==> src/segi_pkg.sv <==
// Shared constants and types for the segment intersection core.
package segi_pkg;

    localparam int DEFAULT_COORD_BITS = 16;
    localparam int DEFAULT_FRAC_BITS  = 16;
    localparam int POINT_BITS         = 32;
    localparam int QUEUE_DEPTH        = 4;

    typedef struct packed {
        logic meet;
        logic point_ok;
    } segi_flags_t;

    localparam int FLAGS_BITS = $bits(segi_flags_t);

endpackage

==> src/segi_queue.sv <==
// Short word queue between the front and back pipelines.
module segi_queue #(
    parameter int WIDTH = 8,
    parameter int DEPTH = segi_pkg::QUEUE_DEPTH
) (
    input  logic             clk,
    input  logic             rst_n,
    input  logic             push_valid,
    output logic             push_ready,
    input  logic [WIDTH-1:0] push_data,
    output logic             pop_valid,
    input  logic             pop,
    output logic [WIDTH-1:0] pop_data
);
    localparam int PTRW = (DEPTH > 1) ? $clog2(DEPTH) : 1;
    localparam int CNTW = $clog2(DEPTH + 1);

    logic [WIDTH-1:0] slot_reg [DEPTH];
    logic [PTRW-1:0]  wr_ptr_reg, rd_ptr_reg;
    logic [CNTW-1:0]  count_reg;
    logic             do_push, do_pop;

    assign push_ready = count_reg != CNTW'(DEPTH);
    assign pop_valid  = count_reg != '0;
    assign do_push    = push_valid && push_ready;
    assign do_pop     = pop && pop_valid;
    assign pop_data   = slot_reg[rd_ptr_reg];

    always_ff @(posedge clk or negedge rst_n)
    begin
        if (!rst_n)
        begin
            wr_ptr_reg <= '0;
            rd_ptr_reg <= '0;
            count_reg  <= '0;
        end
        else
        begin
            if (do_push)
            begin
                wr_ptr_reg <= (wr_ptr_reg == PTRW'(DEPTH - 1)) ? '0 : wr_ptr_reg + 1'b1;
            end
            if (do_pop)
            begin
                rd_ptr_reg <= (rd_ptr_reg == PTRW'(DEPTH - 1)) ? '0 : rd_ptr_reg + 1'b1;
            end
            if (do_push && !do_pop)
            begin
                count_reg <= count_reg + 1'b1;
            end
            else if (do_pop && !do_push)
            begin
                count_reg <= count_reg - 1'b1;
            end
        end
    end

    always_ff @(posedge clk)
    begin
        if (do_push)
        begin
            slot_reg[wr_ptr_reg] <= push_data;
        end
    end

endmodule

==> config.mk <==
export PLATFORM = sky130hd
export DESIGN_NAME = segi_queue
export DESIGN_NICKNAME = d
export VERILOG_FILES = /design/src/segi_pkg.sv /design/src/segi_queue.sv
export SDC_FILE = /design/constraint.sdc
export NUM_CORES = 1
export LEC_CHECK = 0
export BUFFER_PORTS_ARGS = -buffer_cell sky130_fd_sc_hd__buf_4
export CAP_MARGIN = 20
export CORE_MARGIN = 2
export CORE_UTILIZATION = 40
export DETAILED_ROUTE_END_ITERATION = 12
export PLACE_DENSITY_LB_ADDON = 0.2
export SLEW_MARGIN = 20
export SYNTH_ARGS = -nofsm -noshare
export SYNTH_HDL_FRONTEND = slang
export SYNTH_SLANG_ARGS = --single-unit
==> constraint.sdc <==
create_clock -name clk -period 3.5 [get_ports clk]
set_input_delay 0.525 -clock clk [delete_from_list [all_inputs] [get_ports clk]]
set_output_delay 0.525 -clock clk [all_outputs]
set_load 0.005 [all_outputs]
## Yosys cells after proc, flatten, opt, wreduce, memory -nomap -nowiden

Memories as Yosys holds them, arrays and structs flattened.
Index checks and enable logic that the tools add are counted.

| storage, ports and cells | value |
|---|---|
| flip-flop bits (word level) | 7 |
| RAM bits | 32 |
| input port bits | 12 |
| word-level logic and storage cells | 25 |
| memories | 1 |

| operators by class | value |
|---|---|
| add/sub/neg operators | 4 |
| equality and inequality tests | 3 |
| multiplexer cells | 6 |
| reductions and logical operators | 8 |

Memories:

| name | words | bits a word | rd ports | clocked after Yosys merged registers in | write ports | RTL line | source |
|---|---|---|---|---|---|---|---|
| slot_reg | 4 | 8 | 1 | 0 | 1 | segi_queue.sv:18 | `logic [WIDTH-1:0] slot_reg [DEPTH];` |

Operator list:

| cell | number |
|---|---|
| 2-to-1 mux 3 bit | 2 |
| adder 2 x 1 -> 2 bit (second input constant) | 2 |
| equality test 2 bit (second input constant) | 2 |
| logical AND 1 bit | 4 |
| 2-to-1 mux 2 bit | 2 |
| adder 3 x 1 -> 3 bit (second input constant) | 1 |
| inequality test 3 bit (second input constant) | 1 |
| nonzero test 3 bit | 1 |
| subtractor 3 x 1 -> 3 bit (second input constant) | 1 |
| zero test 1 bit | 2 |
| 2-to-1 mux 1 bit | 2 |
| nonzero test 2 bit | 1 |

## Longest topological paths before layout

Gate-level depths: netlist (run 1).

| logic depth | value |
|---|---|
| word-level depth | 6 |
| mapped depth | 8 |

## Least setup slack after synthesis (run 1)

No wires, ideal clock.

| timing path | value |
|---|---|
| path type | register to register |
| start point | register count_reg[2] |
| end point | register count_reg[2] |
| setup time | 0.079 ns |
| arrival | 1.869 ns |
| required time | 3.421 ns |
| path slack | 1.552 ns |
| cell stages (with the launch flop) | 9 |
| buffers on the path | 0 |
| clock period less this slack | 1.948 ns |
| path through | dfrtp_1 -> or3_4 -> nand2_4 -> ha_1 -> inv_1 -> fa_1 -> xor2_1 -> nor2_1 -> xor2_1 |

| on the way | value |
|---|---|
| cells in the longest elaborated chain, start to end | 5 |
| elaborated cells between the ends (all ways) | 13 |

RTL lines:

| element | RTL line | source |
|---|---|---|
| from (decl) | segi_queue.sv:20 | `logic [CNTW-1:0] count_reg;` |
| from (signal assigned) | segi_queue.sv:49 | `count_reg <= count_reg + 1'b1;` |
| from (signal assigned) | segi_queue.sv:53 | `count_reg <= count_reg - 1'b1;` |
| nonzero test 3 bit * | segi_queue.sv:24 | `assign pop_valid = count_reg != '0;` |
| net pop_valid | segi_queue.sv:11 | `output logic pop_valid,` |
| logical AND 1 bit * | segi_queue.sv:26 | `assign do_pop = pop && pop_valid;` |
| zero test 1 bit | segi_queue.sv:47 | `if (do_push && !do_pop)` |
| logical AND 1 bit | segi_queue.sv:47 |  |
| 2-to-1 mux 3 bit / nonzero test 2 bit (equally long branches) | -- |  |

The timed path passes the listed nets; every way through them passes the cells marked *. The select of a mux whose other input is x is not followed.
A chain may end at the register's enable or synchronous reset.

## Worst setup path after layout (run 1)

| timing path | value |
|---|---|
| start point | register rd_ptr_reg[0] |
| end point | output port pop_data[6] |

| on the way | value |
|---|---|
| cells in the longest elaborated chain, start to end | 1 |

RTL lines:

| element | RTL line | source |
|---|---|---|
| from (decl) | segi_queue.sv:19 | `logic [PTRW-1:0] wr_ptr_reg, rd_ptr_reg;` |
| from (signal assigned) | segi_queue.sv:45 | `rd_ptr_reg <= (rd_ptr_reg == PTRW'(DEPTH - 1)) ? '0 : rd_ptr_reg + 1'b1;` |
| memory read (4 x 8 bit) | -- |  |
| to (decl) | segi_queue.sv:13 | `output logic [WIDTH-1:0] pop_data` |

Every way passes these cells.

==> results of run 1 <==
-- where the power goes --
part / internal, mW / total (mW) / switching, mW
sequential: 0.629 / 0.737 / 0.108
combinational: 0.298 / 0.479 / 0.181
clock: 0.285 / 0.432 / 0.147
-- layout make-up --
cell class / count / area share
clock inverters: 2 / 0.0309
inverters: 3 / 0.00580
repair buffers: 21 / 0.0812
well taps: 48 / 0.0309
clock buffers: 6 / 0.0374
flip-flops and latches: 39 / 0.585
multi-input cells: 35 / 0.228
-- stage by stage --
step                      setup slack, ns  std cells  utilization  hold WS (ns)
final                                1.23        154        0.518        0.0312
after global routing                 1.10        154        0.518        0.0166
after CTS                            1.19        154        0.518        0.0256
after detailed placement             1.44        146        0.483         0.343
after global placement               1.50        146        0.483         0.343
after floorplan                      1.55         79            -         0.229
-- worst max path at each step --
stage	start	endpoint	slack, ns	cells past startpoint
after global routing	rd_ptr_reg[0]	pop_data[6]	1.10	2
after CTS	rd_ptr_reg[0]	pop_data[1]	1.19	2
final	rd_ptr_reg[0]	pop_data[6]	1.23	2
after floorplan	count_reg[2]	count_reg[2]	1.55	8
after global placement	push_valid	count_reg[2]	1.50	8
after detailed placement	push_valid	count_reg[2]	1.44	8
-- cells by family (layout without fill, tap and decap cells) --
group,after synthesis,after routing
fa+ha+maj,7,7
xor+xnor,3,3
flops,39,39
mux,13,13
compound gates,1,1
buf+inv,5,32
simple gates,11,11
-- worst reg2reg max path: stages (launching register included) --
cell and delay [ns]:
dfrtp_1 0.44, or3_4 0.42, nand2_4 0.10, ha_1 0.17, inv_1 0.06, fa_1 0.37
xor2_1 0.15, nor2_1 0.11, xor2_1 0.14
-- routing by layer --
metal	global-route usage	wire, µm	vias up
met2	0.225	1320	14
met4	0.0689	58	0
li1	-	-	352
met5	0	0	-
met1	0.136	951	377
met3	0.0600	107	7
-- cells in the mapped netlist, types with 2 or more instances --
| cell type | number |
|---|---|
| mux2_4 | 2 |
| mux2_2 | 3 |
| xor2_1 | 2 |
| and2_1 | 4 |
| mux4_2 | 8 |
| edfxtp_1 | 32 |
| ha_1 | 6 |
| nor2_1 | 4 |
| inv_1 | 3 |
| dfrtp_1 | 7 |
==> flow_summary.toml, run 1 <==
[run_status]
status = "completed"

[synth]
syn_nets = 98
yosys_register_bits = 39
ys_async_sr_fraction = 0.179
postSynthAreaPerCell_um2 = 20.2
synth_compound_area_frac = 0.00704
synthXorXnorAreaFrac = 0.0164
synth_flop_cell = "edfxtp_1"
synth_mux_area_frac = 0.153
synth.distinct_cells = 18
synth_top_family_by_area = "multiplexers"
synth_warnings = 0
synth_area_leader_cell = "edfxtp_1"
synth_top_area_share = 0.601
synthSimpleGateAreaFrac = 0.0415
synthTopCellsByArea = "edfxtp_1, mux4_2, dfrtp_1"
synth_edf_count = 32
syn-instance-count = 79
syn_area_mm2 = 0.00160
synth_fa_ha_area_frac = 0.0595
seq_area_frac_synth = 0.710

[sta]
slew_headroom = 0.606
slew_violations = 0
tightest_slew_ns = 0.592
fmax_mhz = 441
finalSetupTns_ns = 0
finalHoldViolCount = 0
post-route-min-period_ns = 2.27
finClkSkew_ns = 0.00427
rsz0062_at_grt = "false"
setup_violations = 0
fin_crit_sh = 0.648

[power]
max-vdd-ir-drop_v = 0.000430
power_density_mw_per_mm2 = 849
finalPower_mw = 1.65
cellLeakagePower_nw = 0.730

[worst_setup_path]
ff2ff_setup_slack_ns = 1.46
worst_setup_path_start_kind = "flip-flop"
r2r-end = "count_reg[2]"
r2r-start = "count_reg[2]"
crit_slowest_cell = "dfrtp_1"
crit_type = "reg -> out"
path_cells = "mux4_2, buf_4"
path_max_fanout = 11
cp-end-kind = "output pin"
worst-path-buf-inv = 1
rr_worst_depth = 8
worstPathArrival_ns = 1.74
cp.required_ns = 2.97
path_delay_family = "flip-flops"
cp_slowest_stage_delay_ns = 0.72

[floorplan]
core-area_mm2 = 0.00374
row_count = 22
ios = 22
die_y_um = 67.2
die_area_mm2 = 0.00452
start_util = 0.427
die_w_um = 67.2

[route]
firstDrtPassIters = 4
drt_iter0_drc = 34
wl_um = 2440
routed_via_density = 4.87
ant_nets = 0
wl_per_cell_um = 15.8
drc = 0
vias = 750

[cells_and_area]
final_common_cell = "edfxtp_1"
nFillCells = 324
fin_nets = 124
design_area_mm2 = 0.00194
largest_reg_flops = 32
synthToLayoutAreaGrowth_pct = 21.4
multi_input_area_um2 = 443
insertedDiodeCount = 0
drive_gt1_frac = 0.415
most-common-layout-cells = "edfxtp_1, buf_4, mux4_2, dfrtp_1, ha_1"
regArea_mm2 = 0.00114

[place]
gp_congestion = 0.679
placed_area_mm2 = 0.00181
port_buffers = 21
dp_hpwl_um = 1760

[clocking]
postCtsResizedCells = 0
clk_pin_slew_ns = 0.07
cts.hold.buffers_added = 0
htree_levels = 2
cts_buffer_depth = 2
clock_sinks = 39
cts_setup_buffers = 0
clock_latency_ns = 0.29
cts_buffers = 5
cts-root-buf = "clkbuf_8"
cts_tree = "built"

[global_route]
grt_usage = 0.132
antenna_found_initial = 0
first_global_vias = 808
grt_max_degree = 13
grt_overflow = 0
grt_pass1_wl_um = 3910

[flow_run]
maxCapViolCount = 0

[worst_hold_path]
hp-class = "in -> async"
No activity file was read; power rests on OpenSTA's default activity.
==> run 2: changes to the inputs <==
==> constraint.sdc (replaced) <==
create_clock -name clk -period 1.9 [get_ports clk]
set_input_delay 0.285 -clock clk [delete_from_list [all_inputs] [get_ports clk]]
set_output_delay 0.285 -clock clk [all_outputs]
set_load 0.005 [all_outputs]
==> run 2 against run 1 <==
  * First-iteration DRC count rose by 47%
  * Final cell count rose by 8.4%
  * Register-to-register slack got worse by 1.4 ns
  * Critical endpoint is now count_reg[2]
  * Largest cell class unchanged
  * Global-route usage fell by 0.14 points
  * Critical path depth rose by 6
==> flow_summary.toml, run 2 (same netlist as run 1, synthesis figures left out) <==
[run_status]
status = "completed"

[worst_setup_path]
crit_slowest_cell = "dfrtp_1"
cp-end-kind = "flip-flop"
crit_type = "reg -> reg"
worst-path-buf-inv = 1
path_delay_family = "simple AND/OR/NAND/NOR gates"
worstPathArrival_ns = 2.09
cpMostUsedCell = "xor2_1"
cp_slowest_stage_delay_ns = 0.41
path_cells = "or3_4, nand2_4, ha_4, inv_2, fa_2, xor2_1, nor2_1, xor2_1"
cp.required_ns = 2.11
worst_setup_path_start_kind = "flip-flop"
path_max_fanout = 3

[sta]
post-route-min-period_ns = 1.88
fin_ws_ns = 0.0157
setup_violations = 0
tightest_slew_ns = 0.451
finClkSkew_ns = 0.00604
fin_crit_sh = 0.992
slew_headroom = 0.699
fmax_mhz = 531
finalHoldViolCount = 0
rsz0062_at_grt = "true"
slew_violations = 0
hold_ws_ns = 0.198

[place]
gp_congestion = 0.766
placed_area_mm2 = 0.00190
port_buffers = 21
post-place-ws_ns = 0.0170
dp_hpwl_um = 1790

[route]
firstDrtPassIters = 4
vias = 804
wl_per_cell_um = 15.0
drc = 0
ant_nets = 0
wl_um = 2500
routed_via_density = 4.81
drt_iter0_drc = 50

[cells_and_area]
regArea_mm2 = 0.00114
largest_reg_flops = 32
final_common_cell = "buf_4"
insertedDiodeCount = 0
fin_nets = 137
drive_gt1_frac = 0.504
multi_input_area_um2 = 460
design_area_mm2 = 0.00202
most-common-layout-cells = "buf_4, edfxtp_1, mux4_2, dfrtp_1, clkbuf_8"
nFillCells = 347
synthToLayoutAreaGrowth_pct = 26.1

[clocking]
cts_buffers = 5
clock_sinks = 39
htree_levels = 2
clk_pin_slew_ns = 0.07
cts_tree = "built"
cts-root-buf = "clkbuf_8"
clock_latency_ns = 0.28
cts_buffer_depth = 2

[global_route]
grt_pass1_wl_um = 4040
antenna_found_initial = 0
grt_usage = 0.131
grt_max_degree = 13
grt_overflow = 0
first_global_vias = 806

[floorplan]
die_w_um = 67.2
row_count = 22
core-area_mm2 = 0.00374
start_util = 0.427
ios = 22
die_y_um = 67.2
die_area_mm2 = 0.00452

[worst_hold_path]
hp-class = "in -> reg"

[power]
power_density_mw_per_mm2 = 1470
p_comb_frac = 0.379
clkPwrFrac = 0.187
cellLeakagePower_nw = 0.776
p_sw_uw = 827
max-vdd-ir-drop_v = 0.000718
sequentialPowerShare = 0.434
p_int_mw = 2.13
swShare = 0.279

[flow_run]
maxCapViolCount = 0
==> run 2: power groups by stage <==
stage | clock, mW | sequential, mW | combinational (mW)
final | 0.553 | 1.28 | 1.12
after global routing | 0.604 | 1.32 | 1.24
after CTS | 0.570 | 1.29 | 1.14
after detailed placement | 0 | 1.30 | 1.14
after global placement | 0 | 1.29 | 1.11
after floorplan | 0 | 1.26 | 0.681
==> run 2: timing repair <==
item	CTS	global route
buffers inserted	0	2
hold buffers	1	0
pin swaps	1	4
gates resized for setup	0	2
endpoints found under the setup margin	1	2
endpoints found under the hold margin	7	0
==> run 2: worst paths after layout <==
path / from / endpoint / slack [ns] / cells past startpoint
hold reg to reg: wr_ptr_reg[1] / wr_ptr_reg[1] / 0.58 / 1
setup reg to reg: count_reg[0] / count_reg[2] / 0.02 / 8
min in group asynchronous: rst_n / wr_ptr_reg[0] / 0.35 / 2
max in group asynchronous: rst_n / count_reg[0] / 1.43 / 2
hold / removal: push_data[1] / slot_reg[0][1] / 0.20 / 1
setup / recovery: count_reg[0] / count_reg[2] / 0.02 / 8
==> run 2: metal layers <==
metal,share of wire,GRT usage,wire length [µm],vias to the layer above
li1,-,-,-,377
met1,0.41,0.151,1030,407
met2,0.53,0.226,1330,16
met3,0.043,0.0450,108,4
met4,0.012,0.0459,31,0
met5,0,0,0,-
==> run 2: final cells by class <==
cell class	count	area share
repair buffers	34	0.128
flip-flops and latches	39	0.563
inverters	3	0.00558
clock buffers	7	0.0428
clock inverters	1	0.00248
well taps	48	0.0298
multi-input cells	35	0.228
==> run 2: per-stage QoR <==
step                       util  TNS, ns  total power [mW]  std cells
after CTS                 0.534        0              2.99        165
after detailed placement  0.507        0              2.44        156
after floorplan               -        0              1.94         79
after global routing      0.539  -0.0668              3.16        167
after global placement    0.507        0              2.39        156
final                     0.539        0              2.96        167
